$ cat src/sv/vra_pkg.sv
// Types, constants and codes shared by the virtual region allocator modules.
package vra_pkg;

  // Sizing of the pool pages and the region table.
  localparam int PAGE_BYTES  = 4096;
  localparam int PAGE_SHIFT  = $clog2(PAGE_BYTES);
  localparam int MAX_REGIONS = 512;
  localparam int IDX_W       = $clog2(MAX_REGIONS);
  localparam int CNT_W       = IDX_W + 1;

  // Field widths.
  localparam int ADDR_W    = 32;
  localparam int PAGES_W   = 21;
  localparam int CMD_W     = 2;
  localparam int STATUS_W  = 3;
  localparam int ALU_W     = ADDR_W + 2;
  localparam int CFG_IDX_W = 1;
  localparam int CFG_W     = 32;

  localparam logic [ALU_W-1:0] PAGE_MASK = ALU_W'(PAGE_BYTES - 1);

  typedef enum logic [CMD_W-1:0] {
    CMD_ALLOC   = 2'd0,
    CMD_RELEASE = 2'd1,
    CMD_CHECK   = 2'd2
  } cmd_t;

  typedef enum logic [STATUS_W-1:0] {
    ST_OK       = 3'd0,
    ST_NOSPACE  = 3'd1,
    ST_FULL     = 3'd2,
    ST_NOTFOUND = 3'd3,
    ST_OUTSIDE  = 3'd4
  } status_t;

  typedef enum logic [CFG_IDX_W-1:0] {
    CFG_POOL_BASE = 1'd0,
    CFG_POOL_SIZE = 1'd1
  } cfg_reg_t;

  typedef enum logic [3:0] {
    S_IDLE,
    S_ALLOC_SIZE,
    S_ALLOC_FIT,
    S_ALLOC_PLACE,
    S_ALLOC_USED,
    S_REL_SCAN,
    S_REL_SHIFT,
    S_REL_USED,
    S_CHK_LO,
    S_CHK_HI,
    S_DONE
  } state_t;

  typedef struct packed {
    logic [CMD_W-1:0]  command;
    logic [ADDR_W-1:0] size_bytes;
    logic [ADDR_W-1:0] address;
  } request_t;

  typedef struct packed {
    logic [STATUS_W-1:0] status;
    logic [ADDR_W-1:0]   region_address;
    logic [PAGES_W-1:0]  page_count;
  } result_t;

  // One row of the region table.
  typedef struct packed {
    logic [ADDR_W-1:0]  start;
    logic [PAGES_W-1:0] pages;
  } entry_t;

  // Table port driven by the sequencer.
  typedef struct packed {
    logic             we;
    logic [IDX_W-1:0] waddr;
    entry_t           wdata;
    logic [IDX_W-1:0] raddr;
  } tbl_port_t;

  // Operands of the shared adder and comparator.
  typedef struct packed {
    logic [ALU_W-1:0] a;
    logic [ALU_W-1:0] b;
    logic [ALU_W-1:0] c;
    logic             sub;
  } alu_req_t;

  typedef struct packed {
    logic [ALU_W-1:0] sum;
    logic             gt;
    logic             eq;
  } alu_rsp_t;

endpackage

$ cat src/sv/vra_seq.sv
// Sequencer that steps each command through the shared unit and the table.
module vra_seq (
  input  logic                          clk,
  input  logic                          rst,
  input  logic                          start,
  input  vra_pkg::request_t             request,
  input  logic [vra_pkg::ADDR_W-1:0]    pool_base,
  input  logic [vra_pkg::ADDR_W-1:0]    pool_size,
  output logic                          busy,
  output logic                          done,
  output vra_pkg::result_t              result,
  output vra_pkg::tbl_port_t            tbl,
  input  vra_pkg::entry_t               rdata,
  output vra_pkg::alu_req_t             alu,
  input  vra_pkg::alu_rsp_t             rsp
);

  vra_pkg::state_t state;
  vra_pkg::state_t state_next;

  logic [vra_pkg::ADDR_W-1:0]  size_r;
  logic [vra_pkg::ADDR_W-1:0]  addr_r;
  logic [vra_pkg::CNT_W-1:0]   count;
  logic [vra_pkg::PAGES_W-1:0] used;
  logic [vra_pkg::PAGES_W-1:0] pages;
  logic [vra_pkg::ADDR_W-1:0]  start_r;
  logic [vra_pkg::CNT_W-1:0]   idx;
  logic [vra_pkg::IDX_W-1:0]   pidx;
  logic                        pend;
  logic [vra_pkg::IDX_W-1:0]   hit;
  logic [vra_pkg::PAGES_W-1:0] hit_pages;
  logic                        found;
  logic                        lo_fail;

  logic                        table_full;
  logic                        no_space;
  logic                        sweep_end;
  logic                        sweep_issue;
  logic [vra_pkg::CNT_W-1:0]   last_idx;
  logic [vra_pkg::ADDR_W-1:0]  last_start;
  logic [vra_pkg::PAGES_W-1:0] last_pages;

  // Shared decodes.
  assign table_full  = count == vra_pkg::CNT_W'(vra_pkg::MAX_REGIONS);
  assign no_space    = (pages != '0) && rsp.gt;
  assign sweep_issue = idx < count;
  assign sweep_end   = !sweep_issue && !pend;
  assign last_idx    = count - vra_pkg::CNT_W'(1);

  // Entry 0 is the table page itself and always sits at the pool base.
  assign last_start = (last_idx == '0) ? pool_base : rdata.start;
  assign last_pages = (last_idx == '0) ? vra_pkg::PAGES_W'(1) : rdata.pages;

  // Next state.
  always_comb begin
    state_next = state;
    case (state)
      vra_pkg::S_IDLE: begin
        if (start) begin
          case (request.command)
            vra_pkg::CMD_ALLOC:   state_next = vra_pkg::S_ALLOC_SIZE;
            vra_pkg::CMD_RELEASE: state_next = vra_pkg::S_REL_SCAN;
            default:              state_next = vra_pkg::S_CHK_LO;
          endcase
        end
      end
      vra_pkg::S_ALLOC_SIZE: begin
        state_next = table_full ? vra_pkg::S_DONE : vra_pkg::S_ALLOC_FIT;
      end
      vra_pkg::S_ALLOC_FIT: begin
        state_next = no_space ? vra_pkg::S_DONE : vra_pkg::S_ALLOC_PLACE;
      end
      vra_pkg::S_ALLOC_PLACE: state_next = vra_pkg::S_ALLOC_USED;
      vra_pkg::S_ALLOC_USED:  state_next = vra_pkg::S_DONE;
      vra_pkg::S_REL_SCAN: begin
        if (sweep_end) begin
          state_next = found ? vra_pkg::S_REL_SHIFT : vra_pkg::S_DONE;
        end
      end
      vra_pkg::S_REL_SHIFT: begin
        if (sweep_end) begin
          state_next = vra_pkg::S_REL_USED;
        end
      end
      vra_pkg::S_REL_USED: state_next = vra_pkg::S_DONE;
      vra_pkg::S_CHK_LO:   state_next = vra_pkg::S_CHK_HI;
      vra_pkg::S_CHK_HI:   state_next = vra_pkg::S_DONE;
      vra_pkg::S_DONE:     state_next = vra_pkg::S_IDLE;
      default:             state_next = vra_pkg::S_IDLE;
    endcase
  end

  // Operands of the shared unit and the table port for each step.
  always_comb begin
    alu       = '0;
    tbl       = '0;
    tbl.raddr = idx[vra_pkg::IDX_W-1:0];
    case (state)
      vra_pkg::S_ALLOC_SIZE: begin
        alu.a     = vra_pkg::ALU_W'(size_r);
        alu.b     = vra_pkg::PAGE_MASK;
        tbl.raddr = last_idx[vra_pkg::IDX_W-1:0];
      end
      vra_pkg::S_ALLOC_FIT: begin
        alu.a     = vra_pkg::ALU_W'(pages) << vra_pkg::PAGE_SHIFT;
        alu.b     = vra_pkg::ALU_W'(used) << vra_pkg::PAGE_SHIFT;
        alu.c     = vra_pkg::ALU_W'(pool_size);
        tbl.raddr = last_idx[vra_pkg::IDX_W-1:0];
      end
      vra_pkg::S_ALLOC_PLACE: begin
        alu.a           = vra_pkg::ALU_W'(last_start);
        alu.b           = vra_pkg::ALU_W'(last_pages) << vra_pkg::PAGE_SHIFT;
        tbl.we          = 1'b1;
        tbl.waddr       = count[vra_pkg::IDX_W-1:0];
        tbl.wdata.start = rsp.sum[vra_pkg::ADDR_W-1:0];
        tbl.wdata.pages = pages;
        tbl.raddr       = last_idx[vra_pkg::IDX_W-1:0];
      end
      vra_pkg::S_ALLOC_USED: begin
        alu.a = vra_pkg::ALU_W'(used);
        alu.b = vra_pkg::ALU_W'(pages);
      end
      vra_pkg::S_REL_SCAN: begin
        alu.a = vra_pkg::ALU_W'(rdata.start);
        alu.c = vra_pkg::ALU_W'(addr_r);
      end
      vra_pkg::S_REL_SHIFT: begin
        // Each entry read last cycle moves down one place.
        tbl.we    = pend;
        tbl.waddr = pidx - vra_pkg::IDX_W'(1);
        tbl.wdata = rdata;
      end
      vra_pkg::S_REL_USED: begin
        alu.a   = vra_pkg::ALU_W'(used);
        alu.b   = vra_pkg::ALU_W'(hit_pages);
        alu.sub = 1'b1;
      end
      vra_pkg::S_CHK_LO: begin
        alu.a = vra_pkg::ALU_W'(pool_base);
        alu.c = vra_pkg::ALU_W'(addr_r);
      end
      vra_pkg::S_CHK_HI: begin
        alu.a = vra_pkg::ALU_W'(pool_base);
        alu.b = vra_pkg::ALU_W'(pool_size);
        alu.c = vra_pkg::ALU_W'(addr_r);
      end
      default: begin
        alu = '0;
      end
    endcase
  end

  // Handshake outputs.
  always_comb begin
    busy = state != vra_pkg::S_IDLE;
    done = state == vra_pkg::S_DONE;
  end

  // Control state and the sweep counters.
  always_ff @(posedge clk) begin
    if (rst) begin
      state <= vra_pkg::S_IDLE;
      count <= vra_pkg::CNT_W'(1);
      used  <= vra_pkg::PAGES_W'(1);
      pend  <= 1'b0;
      found <= 1'b0;
    end else begin
      state <= state_next;
      case (state)
        vra_pkg::S_IDLE: begin
          pend  <= 1'b0;
          found <= 1'b0;
        end
        vra_pkg::S_ALLOC_PLACE: begin
          count <= count + vra_pkg::CNT_W'(1);
        end
        vra_pkg::S_ALLOC_USED: begin
          used <= rsp.sum[vra_pkg::PAGES_W-1:0];
        end
        vra_pkg::S_REL_SCAN, vra_pkg::S_REL_SHIFT: begin
          pend <= sweep_issue;
          if (state == vra_pkg::S_REL_SCAN && pend && rsp.eq) begin
            found <= 1'b1;
          end
        end
        vra_pkg::S_REL_USED: begin
          count <= count - vra_pkg::CNT_W'(1);
          // The difference saturates at zero.
          used  <= rsp.sum[vra_pkg::ALU_W-1] ? '0 : rsp.sum[vra_pkg::PAGES_W-1:0];
        end
        default: begin
          pend <= pend;
        end
      endcase
    end
  end

  // Payload registers.
  always_ff @(posedge clk) begin
    case (state)
      vra_pkg::S_IDLE: begin
        size_r <= request.size_bytes;
        addr_r <= request.address;
        idx    <= vra_pkg::CNT_W'(1);
      end
      vra_pkg::S_ALLOC_SIZE: begin
        pages  <= rsp.sum[vra_pkg::PAGE_SHIFT +: vra_pkg::PAGES_W];
        result <= {vra_pkg::ST_FULL, vra_pkg::ADDR_W'(0), vra_pkg::PAGES_W'(0)};
      end
      vra_pkg::S_ALLOC_FIT: begin
        result <= {vra_pkg::ST_NOSPACE, vra_pkg::ADDR_W'(0), vra_pkg::PAGES_W'(0)};
      end
      vra_pkg::S_ALLOC_PLACE: begin
        start_r <= rsp.sum[vra_pkg::ADDR_W-1:0];
      end
      vra_pkg::S_ALLOC_USED: begin
        result <= {vra_pkg::ST_OK, start_r, pages};
      end
      vra_pkg::S_REL_SCAN: begin
        // Later matches overwrite earlier ones, so the last match wins.
        if (pend && rsp.eq) begin
          hit       <= pidx;
          hit_pages <= rdata.pages;
        end
        if (sweep_issue) begin
          pidx <= idx[vra_pkg::IDX_W-1:0];
          idx  <= idx + vra_pkg::CNT_W'(1);
        end else if (!pend) begin
          idx <= vra_pkg::CNT_W'(hit) + vra_pkg::CNT_W'(1);
        end
        result <= {vra_pkg::ST_NOTFOUND, vra_pkg::ADDR_W'(0), vra_pkg::PAGES_W'(0)};
      end
      vra_pkg::S_REL_SHIFT: begin
        if (sweep_issue) begin
          pidx <= idx[vra_pkg::IDX_W-1:0];
          idx  <= idx + vra_pkg::CNT_W'(1);
        end
      end
      vra_pkg::S_REL_USED: begin
        result <= {vra_pkg::ST_OK, addr_r, hit_pages};
      end
      vra_pkg::S_CHK_LO: begin
        lo_fail <= rsp.gt;
      end
      vra_pkg::S_CHK_HI: begin
        if (lo_fail || !(rsp.gt || rsp.eq)) begin
          result <= {vra_pkg::ST_OUTSIDE, vra_pkg::ADDR_W'(0), vra_pkg::PAGES_W'(0)};
        end else begin
          result <= {vra_pkg::ST_OK, vra_pkg::ADDR_W'(0), vra_pkg::PAGES_W'(0)};
        end
      end
      default: begin
        result <= result;
      end
    endcase
  end

endmodule

$ cat config.mk
export PLATFORM = sky130hd
export DESIGN_NAME = vra_seq
export DESIGN_NICKNAME = d
export VERILOG_FILES = /design/src/sv/vra_pkg.sv /design/src/sv/vra_seq.sv
export SDC_FILE = /design/constraint.sdc
export NUM_CORES = 1
export LEC_CHECK = 0
export BUFFER_PORTS_ARGS = -buffer_cell sky130_fd_sc_hd__buf_4
export CORE_AREA = 2 2 178 180
export CTS_CLUSTER_SIZE = 20
export DETAILED_ROUTE_END_ITERATION = 12
export DIE_AREA = 0 0 180 182
export HOLD_SLACK_MARGIN = 0.12
export PLACE_DENSITY = 0.69
export SLEW_MARGIN = 20
export SYNTH_ARGS = -nofsm -noshare
export SYNTH_HDL_FRONTEND = slang
export SYNTH_SLANG_ARGS = --single-unit
$ cat constraint.sdc
create_clock -name clk -period 5.23 [get_ports clk]
set_clock_uncertainty 0.2 [all_clocks]
set_input_delay 0.2615 -clock clk [delete_from_list [all_inputs] [get_ports clk]]
set_output_delay 0.2615 -clock clk [all_outputs]
set_load 0.03 [all_outputs]
==> impl_metrics.env <==
export IMPL_vdd_ir_drop_max_mv=0.295
export IMPL_cts_tree="yes"
export IMPL_crit_required_ns=4.77
export IMPL_report_power_total_mw=11.0
export IMPL_seqPwrFrac=0.328
export IMPL_setup_tns_ns=0
export IMPL_setup_viol=0
export IMPL_fmax_mhz=228
export IMPL_start_util=0.413
export IMPL_drc_errors=0
export IMPL_pwr_share_comb=0.472
export IMPL_wl_per_cell_um=28.3
export IMPL_met1_usage=0.437
export IMPL_holdWs_ns=0.193
export IMPL_gp_congestion=0.944
export IMPL_io_buffers=450
export IMPL_finalHoldViolCount=0
export IMPL_drt_vias_per_instance=6.18
export IMPL_switchingPower_mw=4.77
export IMPL_antenna_left=0
export IMPL_synth_cell_types=62
export IMPL_clkLatencyLatePin_ns=0.57
export IMPL_die_area_mm2=0.0328
export IMPL_netlist_instances=1060
export IMPL_fp_dieH_um=182
export IMPL_dp_cells=1838
export IMPL_final_area_mm2=0.0188
export IMPL_drv_cap=0
export IMPL_fin_ws_ns=0.840
export IMPL_syn_area_mm2=0.0128
export IMPL_max_slew_margin=0.235
export IMPL_cts_reportedPaths_clkPinSlew_ns=0.06
export IMPL_syn_avg_cell_area_um2=12.1
export IMPL_criticalPathCategory="reg -> out"
export IMPL_htree_levels=1
export IMPL_preCtsSetupSlack_ns=1.58
export IMPL_cts_sinks=260
export IMPL_synthArstFlopShare=0
export IMPL_yosysWarningCount=0
export IMPL_status="finished, final reports clean"
export IMPL_fp_dieW_um=180
export IMPL_drtIter0Drc=1335
export IMPL_min_period_ns=4.39
export IMPL_post_cts_resized=0
export IMPL_place_area_mm2=0.0165
export IMPL_rows=65
export IMPL_drt_total_wl_um=57100
export IMPL_clk_path_buf_depth=3
export IMPL_whs_path_depth=5
export IMPL_rsz0062_at_grt="no"
export IMPL_final_period_utilization=0.839
export IMPL_syn_to_final_growth_pct=47.1
export IMPL_fin_nets=1830
export IMPL_fin_cells=2019
export IMPL_pwr_share_clk=0.199
export IMPL_p_int_mw=6.24
export IMPL_seq_area_frac_synth=0.582
export IMPL_fin_util=0.607
export IMPL_grtUsageTotal=0.333
export IMPL_core_area_mm2=0.0310
export IMPL_busiest_layer="met2"
export IMPL_hpwl_um=41500
export IMPL_min_path_type="in -> reg"
export IMPL_vias=12500
export IMPL_use_met3=0.0736
export IMPL_grt_pass1_vias=12100
export IMPL_crit_arrival_ns=3.93
export IMPL_r2r_cells=9
export IMPL_synth_edf_count=223
export IMPL_grt_ovfl_total=0
export IMPL_drv_slew=0
export IMPL_power_density_mw_per_mm2=586
export IMPL_drive_above_1_share=0.335
export IMPL_antenna_found_initial=3
export IMPL_dr_pass1_iters=8
export IMPL_synth_seq_cells=260
export IMPL_swShare=0.433
export IMPL_io_pins=455
export IMPL_synthFlopType="edfxtp_1"
export IMPL_leakage_nw=7.60
export IMPL_grt_max_degree=63
export IMPL_cts_root_buf="clkbuf_16"
export IMPL_endpoint_kind="output port"
export IMPL_startpoint_type="flop"
export IMPL_grt_first_pass_wirelength_um=81500
export IMPL_cp_max_fo=37
export IMPL_cts_inserted_buffers=29
export IMPL_grtUsageMet2=0.530
export IMPL_worst_pin_slew_ns=1.15
repair_timing:
action	in CTS	in global routing
hold buffers	126	0
hold endpoints to repair	177	0
setup buffers	0	0
cell usage after synthesis (all sizes together), types with 11 or more instances:
cell | count | area (µm²)
o21ai | 44 | 224
edfxtp | 223 | 6700
nand2 | 70 | 263
xor2 | 11 | 96.3
nand3 | 36 | 180
buf | 30 | 181
nor2 | 53 | 199
ha | 15 | 188
xnor2 | 24 | 210
mux2i | 35 | 350
o22ai | 20 | 125
a22oi | 50 | 375
a221oi | 22 | 193
clkbuf | 65 | 244
a211o | 12 | 105
dfxtp | 37 | 741
o211ai | 15 | 113
inv | 20 | 75.1
a22o | 150 | 1310
a222oi | 12 | 120
a21oi | 26 | 130
nor3 | 11 | 55.1
kinds of logic (layout without fill, tap and decap cells):
logic type | count (synthesis) | count (layout) | share of synthesized area
buf+inv | 115 | 668 | 0.0391
compound gates | 378 | 378 | 0.229
mux | 39 | 39 | 0.0309
other cells | 1 | 5 | 0.000293
flops | 260 | 260 | 0.582
xor+xnor | 35 | 35 | 0.0240
fa+ha+maj | 15 | 15 | 0.0147
simple gates | 217 | 217 | 0.0798
placed cells by master (no fill, tap or decap), drive strengths merged, types with 6 or more instances in the layout:
cell,netlist,routed
a211o,12,12
a21oi,26,26
a221oi,22,22
a222oi,12,12
a22o,150,150
a22oi,50,50
buf,30,468
bufinv,0,6
clkbuf,65,33
clkinv,0,12
dfxtp,37,37
dlygate4sd3,0,126
edfxtp,223,223
ha,15,15
inv,20,21
mux2i,35,35
nand2,70,70
nand2b,10,10
nand3,36,36
nand4,8,8
nor2,53,53
nor3,11,11
o211ai,15,15
o21ai,44,44
o22ai,20,20
xnor2,24,24
xor2,11,11
path summary, 6_finish.rpt:
kind / from / slack (ns) / endpoint
worst min-delay path: start / 0.19 / state[1]$_SDFFE_PP0P_
worst max-delay path: state[2]$_SDFFE_PP0P_ / 0.84 / alu[46]
worst min register to register: pidx[0]$_DFFE_PP_ / 0.29 / hit[0]$_DFFE_PP_
worst max register to register: state[2]$_SDFFE_PP0P_ / 0.96 / used[19]$_SDFFE_PP0N_
registers in the layout, summed over array words and instances, names as in the netlist:
signal	flops
addr_r	32
start_r	32
result	56
pend	1
lo_fail	1
pages	21
state	4
count	10
hit	9
used	21
found	1
hit_pages	21
size_r	32
idx	10
pidx	9
per-layer routing:
layer	vias to the layer above	share of wire
li1	5305	-
met1	6122	0.39
met2	897	0.46
met3	160	0.097
met4	2	0.049
met5	-	0.00023
power groups by stage:
stage	combinational, mW	clock (mW)	sequential, mW
3_5_place_dp	5.08	0	3.63
2_1_floorplan	2.77	0	3.89
3_3_place_gp	5.03	0	3.62
5_1_grt	5.44	2.29	3.66
4_1_cts	5.17	2.21	3.59
6_report	5.21	2.20	3.62
layout make-up:
class                      instances  area [µm²]
inverter                          20        78.8
sequential                       260        7440
clock inverter                    21         284
timing repair buffer             594        4800
tap                              402         503
antenna                            1        2.50
multi-input combinational        688        4960
clock buffer                      33         741
fill                            2456       12200
critical path, cell delays in order (launching register included):
cell,delay (ns)
dfxtp_1,0.75
inv_1,0.40
nor2_1,0.27
nand3_1,0.28
inv_2,0.70
buf_4,0.36
a22o_1,0.29
a211o_1,0.13
buf_4,0.15
(Power assumes the default switching activity.)
