File: config.mk
export PLATFORM = sky130hd
export DESIGN_NAME = vra_alu
export DESIGN_NICKNAME = d
export VERILOG_FILES = /design/src/sv/vra_pkg.sv /design/src/sv/vra_alu.sv
export SDC_FILE = /design/constraint.sdc
export NUM_CORES = 1
export LEC_CHECK = 0
export ABC_AREA = 1
export BUFFER_PORTS_ARGS = -buffer_cell sky130_fd_sc_hd__buf_4
export CAP_MARGIN = 20
export CORE_ASPECT_RATIO = 0.5
export CORE_MARGIN = 4
export CORE_UTILIZATION = 52
export DETAILED_ROUTE_END_ITERATION = 16
export GPL_ROUTABILITY_DRIVEN = 1
export MAX_ROUTING_LAYER = met4
export PLACE_DENSITY = 0.88
export SLEW_MARGIN = 5
export SYNTH_ARGS = -nofsm -noshare
export SYNTH_HDL_FRONTEND = slang
export SYNTH_SLANG_ARGS = --single-unit
File: constraint.sdc
create_clock -name vclk -period 3.69
set_input_delay 0.369 -clock vclk [all_inputs]
set_output_delay 0.369 -clock vclk [all_outputs]
set_load 0.01 [all_outputs]
File: src/sv/vra_pkg.sv
// Types, constants and codes shared by the virtual region allocator modules.
package vra_pkg;

  // Sizing of the pool pages and the region table.
  localparam int PAGE_BYTES  = 4096;
  localparam int PAGE_SHIFT  = $clog2(PAGE_BYTES);
  localparam int MAX_REGIONS = 512;
  localparam int IDX_W       = $clog2(MAX_REGIONS);
  localparam int CNT_W       = IDX_W + 1;

  // Field widths.
  localparam int ADDR_W    = 32;
  localparam int PAGES_W   = 21;
  localparam int CMD_W     = 2;
  localparam int STATUS_W  = 3;
  localparam int ALU_W     = ADDR_W + 2;
  localparam int CFG_IDX_W = 1;
  localparam int CFG_W     = 32;

  localparam logic [ALU_W-1:0] PAGE_MASK = ALU_W'(PAGE_BYTES - 1);

  typedef enum logic [CMD_W-1:0] {
    CMD_ALLOC   = 2'd0,
    CMD_RELEASE = 2'd1,
    CMD_CHECK   = 2'd2
  } cmd_t;

  typedef enum logic [STATUS_W-1:0] {
    ST_OK       = 3'd0,
    ST_NOSPACE  = 3'd1,
    ST_FULL     = 3'd2,
    ST_NOTFOUND = 3'd3,
    ST_OUTSIDE  = 3'd4
  } status_t;

  typedef enum logic [CFG_IDX_W-1:0] {
    CFG_POOL_BASE = 1'd0,
    CFG_POOL_SIZE = 1'd1
  } cfg_reg_t;

  typedef enum logic [3:0] {
    S_IDLE,
    S_ALLOC_SIZE,
    S_ALLOC_FIT,
    S_ALLOC_PLACE,
    S_ALLOC_USED,
    S_REL_SCAN,
    S_REL_SHIFT,
    S_REL_USED,
    S_CHK_LO,
    S_CHK_HI,
    S_DONE
  } state_t;

  typedef struct packed {
    logic [CMD_W-1:0]  command;
    logic [ADDR_W-1:0] size_bytes;
    logic [ADDR_W-1:0] address;
  } request_t;

  typedef struct packed {
    logic [STATUS_W-1:0] status;
    logic [ADDR_W-1:0]   region_address;
    logic [PAGES_W-1:0]  page_count;
  } result_t;

  // One row of the region table.
  typedef struct packed {
    logic [ADDR_W-1:0]  start;
    logic [PAGES_W-1:0] pages;
  } entry_t;

  // Table port driven by the sequencer.
  typedef struct packed {
    logic             we;
    logic [IDX_W-1:0] waddr;
    entry_t           wdata;
    logic [IDX_W-1:0] raddr;
  } tbl_port_t;

  // Operands of the shared adder and comparator.
  typedef struct packed {
    logic [ALU_W-1:0] a;
    logic [ALU_W-1:0] b;
    logic [ALU_W-1:0] c;
    logic             sub;
  } alu_req_t;

  typedef struct packed {
    logic [ALU_W-1:0] sum;
    logic             gt;
    logic             eq;
  } alu_rsp_t;

endpackage

File: src/sv/vra_alu.sv
// Shared adder/subtractor with a magnitude and equality compare on its sum.
module vra_alu (
  input  vra_pkg::alu_req_t req,
  output vra_pkg::alu_rsp_t rsp
);

  logic [vra_pkg::ALU_W-1:0] b_eff;

  // Subtraction is an add of the inverted operand plus one.
  assign b_eff   = req.sub ? ~req.b : req.b;
  assign rsp.sum = req.a + b_eff + vra_pkg::ALU_W'(req.sub);

  // Both compares look at the sum against the third operand.
  assign rsp.gt = rsp.sum > req.c;
  assign rsp.eq = rsp.sum == req.c;

endmodule

==> impl_metrics.py, run 1 <==
metrics = {
    "floorplanning": {
        "dieWidth_um": 122,
        "initial_utilization_pct": 54.7,
        "ioPinCount": 139,
        "num_rows": 20,
        "die_h_um": 65.0,
    },
    "timing": {
        "worst-ep-kind": "primary output",
        "crit_endpoint": "rsp[1]",
    },
    "yosys": {
        "synth.avg_cell_area_um2": 5.60,
        "yosysSeqAreaShare_pct": 0,
        "syn_nets": 773,
        "yosys.area.top_type": "ha_1",
        "syn_inst": 603,
        "netlist_top_cells_count": "175 x nand2_1, 93 x inv_1, 70 x nor2_1, 66 x ha_1, 53 x a21oi_1",
        "yosysUniqueCellTypes": 30,
        "yosys_warnings": 0,
        "ys_top_cells_by_area": "ha_1 24%, nand2_1 19%, xor2_1 12%",
        "synth_top_cell_area_share_pct": 24.4,
        "synth.most_common_cell": "nand2_1",
        "syn_area_um2": 3380,
    },
    "place": {
        "place_congestion": 1.01,
        "port_buffers": 139,
        "pre_cts_ws_ns": -0.295,
        "placedInstanceArea_um2": 5170,
        "hpwl_um": 10500,
    },
    "run_status": {
        "error": "[ERROR DPL-0038] Utilization greater than 100%, impossible to legalize",
        "status": "stopped before the end",
        "failed_stage": "global routing (5_1_grt)",
    },
    "global_routing": {
        "grt_max_degree": 16,
    },
}
-- cell families after synthesis --
| family | count (synthesis) | synth area share (%) |
|---|---|---|
| AND/OR/NAND/NOR | 298 | 36.1 |
| buffers and inverters | 98 | 11.2 |
| AO/OA/AOI/OAI | 88 | 14.2 |
| adder cells (fa/ha/maj) | 67 | 25.0 |
| XOR/XNOR | 52 | 13.5 |
-- through the flow --
stage,hold slack (ns),std cells,util [%]
2_1_floorplan,0.880,603,-
3_3_place_gp,1.14,911,83.6
3_5_place_dp,1.14,911,83.6
4_1_cts,1.14,915,85.4
-- what timing repair did --
item,CTS
hold buffers,0
pin swaps,6
resized for setup,25
endpoints found under the hold margin,0
endpoints found under the setup margin,2
buffers inserted,4
==> run 2: changes to the inputs <==
--- a/config.mk
+++ b/config.mk
@@ -8,13 +8,11 @@
 export ABC_AREA = 1
 export BUFFER_PORTS_ARGS = -buffer_cell sky130_fd_sc_hd__buf_4
 export CAP_MARGIN = 20
-export CORE_ASPECT_RATIO = 0.5
 export CORE_MARGIN = 4
-export CORE_UTILIZATION = 52
+export CORE_UTILIZATION = 40
 export DETAILED_ROUTE_END_ITERATION = 16
 export GPL_ROUTABILITY_DRIVEN = 1
-export MAX_ROUTING_LAYER = met4
-export PLACE_DENSITY = 0.88
+export PLACE_DENSITY_LB_ADDON = 0.15
 export SLEW_MARGIN = 5
 export SYNTH_ARGS = -nofsm -noshare
 export SYNTH_HDL_FRONTEND = slang
==> run 2 against run 1 <==
The run now ends clean. Synthesized cell count unchanged. Synthesized area unchanged.
==> impl_metrics.py, run 2 <==
metrics = {
    "critical_path": {
        "worstPathMaxFanout": 8,
        "crit_path_end_kind": "primary output",
        "crit_required_ns": 3.32,
        "crit_buf_inv": 5,
        "slowest_delay_ns": 0.38,
        "crit_slowest_cell": "ha_1",
        "start_kind": "input pin",
        "worstSetupPathType": "in2out",
        "path_cells": "buf_12 -> clkbuf_16 -> xor2_1 -> ha_1 -> nand2_1 -> nor2_2 -> and2_1 -> buf_4 -> nand4_1 -> nand3_1 -> xor2_1 -> buf_4 -> ha_1 -> a21oi_1 -> o21ai_0 -> nand2_1 -> nand3_1 -> a21oi_2 -> a21oi_1 -> buf_4",
        "crit_top_cell": "buf_4",
        "cp.arrival_ns": 3.28,
        "crit_family": "simple AND/OR/NAND/NOR gates",
    },
    "yosys": {
        "synth_top_family_by_area": "simple AND/OR/NAND/NOR gates",
        "ys_top_cells_by_area": "ha_1 24%, nand2_1 19%, xor2_1 12%",
        "synth-adder-area-share_pct": 25.0,
        "syn_nets": 773,
        "yosysUniqueCellTypes": 30,
        "synth_top_cell_area_share_pct": 24.4,
        "synth_compound_area_share_pct": 14.2,
        "synth.avg_cell_area_um2": 5.60,
        "synth_simple_gate_area_share_pct": 36.1,
        "syn_inst": 603,
        "syn_area_um2": 3380,
        "synth.area.mux_share_pct": 0,
        "synth.most_common_cell": "nand2_1",
        "yosysSeqAreaShare_pct": 0,
        "yosys_warnings": 0,
        "synth_xor_xnor_area_share_pct": 13.5,
        "netlist_top_cells_count": "175 x nand2_1, 93 x inv_1, 70 x nor2_1, 66 x ha_1, 53 x a21oi_1",
        "yosys.area.top_type": "ha_1",
    },
    "timing": {
        "finalWorstPathRequiredPeriod_ns": 3.65,
        "maxSlewHeadroom_pct": 65.8,
        "max_freq_mhz": 274,
        "post-route-period-util_pct": 98.8,
        "finalHoldViolCount": 0,
        "hold_slack_ns": 1.20,
        "setup_slack_ns": 0.0438,
        "drv_slew": 0,
        "tightest_slew_ns": 0.510,
        "rsz0062_at_grt": "true",
        "setup_violations": 0,
    },
    "pwr": {
        "cellPowerDensity_nw_per_um2": 295,
        "irDropWorstVdd_uv": 185,
        "p_leak_nw": 3.20,
    },
    "global_routing": {
        "grt_pass1_wl_um": 20000,
        "gr-total-overflow": 0,
        "grt_antenna_before_repair": 0,
        "grtUsageTotal_pct": 24.1,
        "grt_max_degree": 16,
        "grt_pass1_vias": 4507,
    },
    "cells_and_area": {
        "antennaDiodeCount": 0,
        "n_fill_cell": 712,
        "drive_gt1_share_pct": 45.5,
        "syn2layout_area_growth_pct": 74.6,
        "seq_area_um2": 0,
        "final_common_cell": "buf_4",
        "final_cell_mix": "225 x buf_4, 125 x nand2_1, 92 x inv_1, 55 x nand2_2, 52 x ha_1",
        "design.seq.count": 0,
        "clkbuf_count": 0,
        "fin_nets": 1002,
    },
    "detailed_routing": {
        "post_drt_wl_per_cell_um": 14.3,
        "vias": 4749,
        "viasPerCell": 5.08,
        "drc": 0,
        "dr.pass1.iters": 5,
        "ant_nets": 0,
        "drtIter0Drc": 278,
        "routed_wl_um": 13400,
    },
    "place": {
        "place_congestion": 0.951,
        "pre_cts_ws_ns": -0.155,
        "port_buffers": 139,
        "hpwl_um": 11300,
    },
    "floorplanning": {
        "core_area_um2": 8220,
        "die_h_um": 99.9,
        "dieWidth_um": 99.9,
        "initial_utilization_pct": 41.1,
        "ioPinCount": 139,
        "num_rows": 33,
        "die-area_um2": 9980,
    },
    "flow_run": {
        "cap_violations": 0,
    },
    "run_status": {
        "status": "finished clean",
    },
    "clock_tree": {
        "postCtsHoldBufs": 0,
    },
    "hold_path": {
        "hp-class": "in2out",
    },
}
-- run 2: cell counts after synthesis --
Identical to the previous run, type by type.
-- run 2: report_power, final --
group / total (mW) / switching, mW / internal (mW) / leakage (nW)
Sequential: 0 / 0 / 0 / 0
Clock: 0 / 0 / 0 / 0
Combinational: 1.74 / 0.916 / 0.823 / 3.20
Total: 1.74 / 0.916 / 0.823 / 3.20
-- run 2: cell type report --
cell class / instances / area [um^2] / share of cell area (%)
inverter: 94 / 353 / 5.98
multi-input combinational: 505 / 3620 / 61.4
tap: 105 / 131 / 2.23
timing repair buffer: 231 / 1800 / 30.4
-- run 2: cell families after synthesis --
family / after synthesis
simple gates: 298
buf+inv: 98
compound gates: 88
fa+ha+maj: 67
xor+xnor: 52
-- run 2: timing repair --
item | 4_1_cts | 5_1_grt
gates resized for setup | 22 | 141
pin swaps | 4 | 54
cloned | 0 | 1
buffers inserted | 0 | 14
setup endpoints to repair | 2 | 2
-- run 2: metrics by stage --
stage          utilization [%]  std cells  cell area (um^2)  setup TNS (ns)  power, mW
2_1_floorplan                -        603              3380               0      0.766
3_3_place_gp              62.4        920              5130          -0.278       1.43
3_5_place_dp              62.4        920              5130          -0.268       1.46
4_1_cts                   63.3        920              5200        -0.00482       1.49
5_1_grt                   71.8        935              5900          -0.231       1.91
6_report                  71.8        935              5900               0       1.74
-- run 2: final timing paths --
check / slack (ns) / start / cells past startpoint / endpoint
worst max-delay path: 0.04 / req[0] / 20 / rsp[1]
worst min-delay path: 1.20 / req[69] / 4 / rsp[2]
-- run 2: per-layer routing --
layer	share of wire (%)	track usage, %	wire [um]	vias to the layer above
met1	45	34.2	5960	2169
li1	-	-	-	2389
met3	6.1	1.32	823	20
met5	0	0	0	-
met2	48	40.8	6380	171
met4	1.7	3.68	230	0
(Power assumes the default switching activity.)
==> run 3: changes to the inputs <==
--- a/config.mk
+++ b/config.mk
@@ -13,6 +13,7 @@
 export DETAILED_ROUTE_END_ITERATION = 16
 export GPL_ROUTABILITY_DRIVEN = 1
 export PLACE_DENSITY_LB_ADDON = 0.15
+export SETUP_SLACK_MARGIN = 0.1
 export SLEW_MARGIN = 5
 export SYNTH_ARGS = -nofsm -noshare
 export SYNTH_HDL_FRONTEND = slang
==> run 3 against run 2 <==
Cell area down 1.1%. First-iteration DRC count shrank 16%. Routed wire length shrank 0.58%. Utilization decreased by 0.81 points. Worst hold slack got worse by 0.016 ns. Sequential share of layout area stayed put. Combinational power hardly changed. Total power fell by 0.78%. Via count fell by 1.1%. Sequential cell count is the same. Non-clock buffer count decreased by 4. Global-route usage is 0.61 points higher. Critical path type unchanged. Largest cell class unchanged.
==> impl_metrics.py, run 3 (synthesized netlist as in run 2, its figures left out) <==
metrics = {
    "pwr": {
        "p_sw_uw": 907,
        "combPwrFrac_pct": 100.0,
        "irDropWorstVdd_uv": 176,
        "p_clk_share_pct": 0,
        "intPower_uw": 819,
        "p_sw_share_pct": 52.6,
        "seq_power_share_pct": 0,
        "p_leak_nw": 3.16,
        "cellPowerDensity_nw_per_um2": 296,
    },
    "floorplanning": {
        "num_rows": 33,
        "die-area_um2": 9980,
        "core_area_um2": 8220,
        "die_h_um": 99.9,
        "initial_utilization_pct": 41.1,
        "ioPinCount": 139,
        "dieWidth_um": 99.9,
    },
    "detailed_routing": {
        "dr.pass1.iters": 5,
        "routed_wl_um": 13300,
        "post_drt_wl_per_cell_um": 14.3,
        "vias": 4699,
        "wl_met1_um": 5850,
        "drc": 0,
        "wl_met3_um": 925,
        "drtIter0Drc": 234,
        "top_layer": "met4",
        "met2RoutedLength_um": 6240,
        "viasPerCell": 5.05,
        "ant_nets": 0,
    },
    "cells_and_area": {
        "multi_input_area_um2": 3590,
        "fin_nets": 998,
        "antennaDiodeCount": 0,
        "n_fill_cell": 723,
        "layoutNonFillerInstCount": 931,
        "seq_area_um2": 0,
        "final_cell_mix": "221 x buf_4, 132 x nand2_1, 92 x inv_1, 51 x nand2_2, 51 x ha_1",
        "final_common_cell": "buf_4",
        "syn2layout_area_growth_pct": 72.7,
        "clkbuf_count": 0,
        "design.seq.count": 0,
        "drive_gt1_share_pct": 44.4,
    },
    "global_routing": {
        "grt_antenna_before_repair": 0,
        "grtUsageTotal_pct": 24.7,
        "grt_pass1_wl_um": 20500,
        "gr-total-overflow": 0,
        "grt_pass1_vias": 4574,
        "grt_max_degree": 16,
    },
    "timing": {
        "drv_slew": 0,
        "finalWorstPathRequiredPeriod_ns": 3.64,
        "rsz0062_at_grt": "true",
        "max_freq_mhz": 274,
        "post-route-period-util_pct": 98.8,
        "tightest_slew_ns": 0.466,
        "finalHoldViolCount": 0,
        "setup_violations": 0,
        "tns_ns": 0,
        "maxSlewHeadroom_pct": 68.7,
    },
    "critical_path": {
        "cp.arrival_ns": 3.27,
        "crit_required_ns": 3.32,
        "start_kind": "input pin",
        "worstPathMaxFanout": 8,
        "crit_path_end_kind": "primary output",
        "worstSetupPathType": "in2out",
    },
    "run_status": {
        "status": "finished clean",
    },
    "place": {
        "place_congestion": 0.951,
        "placedCellCount": 920,
        "port_buffers": 139,
        "hpwl_um": 11300,
    },
    "hold_path": {
        "hp-class": "in2out",
    },
    "clock_tree": {
        "postCtsHoldBufs": 0,
    },
    "flow_run": {
        "cap_violations": 0,
    },
}
-- run 3: power by group through the flow --
| stage | sequential (mW) | combinational, mW | clock, mW |
|---|---|---|---|
| 4_1_cts | 0 | 1.55 | 0 |
| 3_5_place_dp | 0 | 1.46 | 0 |
| 6_report | 0 | 1.73 | 0 |
| 2_1_floorplan | 0 | 0.766 | 0 |
| 5_1_grt | 0 | 1.89 | 0 |
| 3_3_place_gp | 0 | 1.43 | 0 |
-- run 3: path summary, 6_finish.rpt --
check	start	end	cells after the start
worst max-delay path	req[0]	rsp[1]	26
worst min-delay path	req[69]	rsp[2]	4
-- run 3: what timing repair did --
item,in CTS,in global routing
cloned,1,0
setup buffers,5,5
gates resized for setup,52,100
pin swaps,16,23
setup endpoints to repair,2,2
-- run 3: cell type report --
class,instances,area share [%]
Multi-Input combinational cell,505,61.5
Timing Repair Buffer,227,30.2
Tap cell,105,2.25
Inverter,94,6.05
-- run 3: metal layers --
metal  vias to the layer above  track usage, %
li1                       2382               -
met1                      2124            34.5
met2                       169            41.9
met3                        24            1.88
met4                         0            4.31
met5                         -               0
-- run 3: stage by stage --
| stage | utilization [%] | worst slack (ns) | cell area (um^2) | hold WS, ns | total power [mW] |
|---|---|---|---|---|---|
| after floorplan | - | 0.134 | 3380 | 0.880 | 0.766 |
| after global placement | 62.4 | -0.162 | 5130 | 1.18 | 1.43 |
| after detailed placement | 62.4 | -0.155 | 5130 | 1.18 | 1.46 |
| after CTS | 65.5 | 0.0285 | 5380 | 1.18 | 1.55 |
| after global routing | 71.0 | -0.154 | 5840 | 1.21 | 1.89 |
| final | 71.0 | 0.0460 | 5840 | 1.18 | 1.73 |
-- run 3: worst max-delay path, cell delays in order --
cell	delay, ns
buf_8	0.13
buf_12	0.14
xor2_1	0.16
ha_1	0.38
nand2_2	0.11
inv_1	0.09
nand2_1	0.07
nand2_2	0.08
nand2_1	0.05
nand2_1	0.10
nand2_2	0.08
nand3_4	0.10
nand2_2	0.06
nand2_1	0.05
nand2_1	0.04
nand2_1	0.06
inv_1	0.08
ha_4	0.28
nand2_2	0.08
nor2_1	0.11
nand2_1	0.08
nor2_2	0.16
nand2_1	0.08
nor3_2	0.14
a21oi_1	0.06
buf_4	0.14
==> run 4: changes to the inputs <==
--- a/config.mk
+++ b/config.mk
@@ -6,11 +6,11 @@
 export NUM_CORES = 1
 export LEC_CHECK = 0
 export ABC_AREA = 1
-export BUFFER_PORTS_ARGS = -buffer_cell sky130_fd_sc_hd__buf_4
 export CAP_MARGIN = 20
 export CORE_MARGIN = 4
-export CORE_UTILIZATION = 40
+export CORE_UTILIZATION = 62
 export DETAILED_ROUTE_END_ITERATION = 16
+export DONT_BUFFER_PORTS = 1
 export GPL_ROUTABILITY_DRIVEN = 1
 export PLACE_DENSITY_LB_ADDON = 0.15
 export SETUP_SLACK_MARGIN = 0.1
==> run 4 against run 3 <==
Routed wire length fell by 18%. Global-route usage rose by 4.2 points. Clock-buffer cell count did not move. Die area fell by 33%. Non-clock buffer count fell by 182. Worst hold slack got worse by 0.17 ns. Combinational power fell by 27%. Highest routed layer unchanged.
==> impl_metrics.py, run 4 (synthesized netlist as in run 2, its figures left out) <==
metrics = {
    "floorplanning": {
        "die-area_um2": 6700,
        "ioPinCount": 139,
        "initial_utilization_pct": 64.9,
        "dieWidth_um": 81.8,
        "core_area_um2": 5200,
        "num_rows": 26,
        "die_h_um": 81.8,
    },
    "hold_path": {
        "hp-class": "in2out",
    },
    "global_routing": {
        "use_met3_pct": 1.21,
        "grt_pass1_wl_um": 15600,
        "grt_pass1_vias": 3576,
        "grt_max_degree": 36,
        "grt_antenna_before_repair": 0,
        "grt_use_met1_pct": 41.0,
        "grtUsageTotal_pct": 28.9,
        "busiest_layer": "met2",
        "use_met2_pct": 49.1,
        "gr-total-overflow": 0,
    },
    "cells_and_area": {
        "final_cell_mix": "145 x nand2_1, 91 x inv_1, 60 x nor2_1, 53 x ha_1",
        "design.seq.count": 0,
        "fin_nets": 816,
        "drive_gt1_share_pct": 22.8,
        "antennaDiodeCount": 0,
        "clkbuf_count": 0,
        "seq_area_um2": 0,
        "layoutNonFillerInstCount": 714,
        "final_common_cell": "nand2_1",
        "syn2layout_area_growth_pct": 23.6,
    },
    "timing": {
        "setup_slack_ns": 0.187,
        "finalWorstPathRequiredPeriod_ns": 3.50,
        "max_freq_mhz": 285,
        "finalHoldViolCount": 0,
        "drv_slew": 0,
        "post-route-period-util_pct": 94.9,
        "maxSlewHeadroom_pct": 65.6,
        "setup_violations": 0,
        "tns_ns": 0,
        "tightest_slew_ns": 0.514,
    },
    "detailed_routing": {
        "drc": 0,
        "dr.pass1.iters": 6,
        "post_drt_wl_per_cell_um": 15.3,
        "vias": 4063,
        "viasPerCell": 5.69,
        "ant_nets": 0,
        "routed_wl_um": 10900,
        "drtIter0Drc": 311,
    },
    "place": {
        "hpwl_um": 8830,
        "place_congestion": 0.952,
        "pre_cts_ws_ns": 0.138,
        "port_buffers": 0,
        "placedCellCount": 689,
    },
    "critical_path": {
        "crit_required_ns": 3.32,
        "cp.arrival_ns": 3.13,
        "worstSetupPathType": "in2out",
        "worstPathMaxFanout": 35,
        "crit_path_end_kind": "primary output",
        "start_kind": "input pin",
    },
    "run_status": {
        "status": "finished clean",
    },
    "pwr": {
        "cellPowerDensity_nw_per_um2": 304,
        "irDropWorstVdd_uv": 182,
        "p_leak_nw": 2.25,
        "p_total_mw": 1.27,
    },
    "flow_run": {
        "cap_violations": 0,
    },
}
-- run 4: cell types whose count changed in the layout (fill, tap and decap cells not counted), sizes merged --
cell	change
buf	-182
-- run 4: per-layer routing --
| layer | routed length [um] | vias to the layer above | share of wire (%) |
|---|---|---|---|
| met5 | 0 | - | 0 |
| met4 | 129 | 0 | 1.2 |
| met2 | 5140 | 213 | 47 |
| met3 | 987 | 18 | 9.0 |
| li1 | - | 2012 | - |
| met1 | 4680 | 1820 | 43 |
-- run 4: repair_timing --
item / CTS / global route
resized for setup: 0 / 101
setup endpoints to repair: 0 / 2
hold buffers: 0 / 0
setup buffers: 0 / 25
endpoints found under the hold margin: 0 / 0
-- run 4: report_power, final --
| group | total, mW | internal (mW) | leakage (nW) | switching [mW] |
|---|---|---|---|---|
| sequential | 0 | 0 | 0 | 0 |
| combinational | 1.27 | 0.503 | 2.25 | 0.767 |
| clock | 0 | 0 | 0 | 0 |
-- run 4: layout make-up --
cell class | instances | area, um^2
tap | 70 | 87.6
inverter | 94 | 353
fill | 386 | 1030
multi-input combinational | 505 | 3400
timing repair buffer | 45 | 338
-- run 4: path summary, 6_finish.rpt --
check,depth (start not counted),end,start,slack [ns]
setup / recovery,20,rsp[0],req[0],0.19
hold / removal,2,rsp[2],req[35],1.01
-- run 4: per-stage QoR --
step | util [%] | instance area, um^2 | hold WS (ns)
finish | 80.2 | 4180 | 1.01
global route | 80.2 | 4180 | 1.03
CTS | 69.0 | 3590 | 0.986
detailed placement | 69.0 | 3590 | 0.986
global placement | 69.0 | 3590 | 0.984
floorplan | - | 3380 | 0.880
-- run 4: worst max-delay path, stage by stage --
cell and delay, ns:
xor2_1 0.14, ha_1 0.34, a21oi_1 0.35, nand2_2 0.14, nand2_2 0.12, nand2_4 0.07
nand3_2 0.08, nand2_2 0.08, nand3_2 0.08, nand2_1 0.05, nand2_1 0.10, nand2_4 0.08
ha_4 0.26, nand2_1 0.05, nor2_2 0.12, nand4_1 0.12, nor2_2 0.14, nand2_1 0.07
nor3_2 0.22, buf_4 0.16
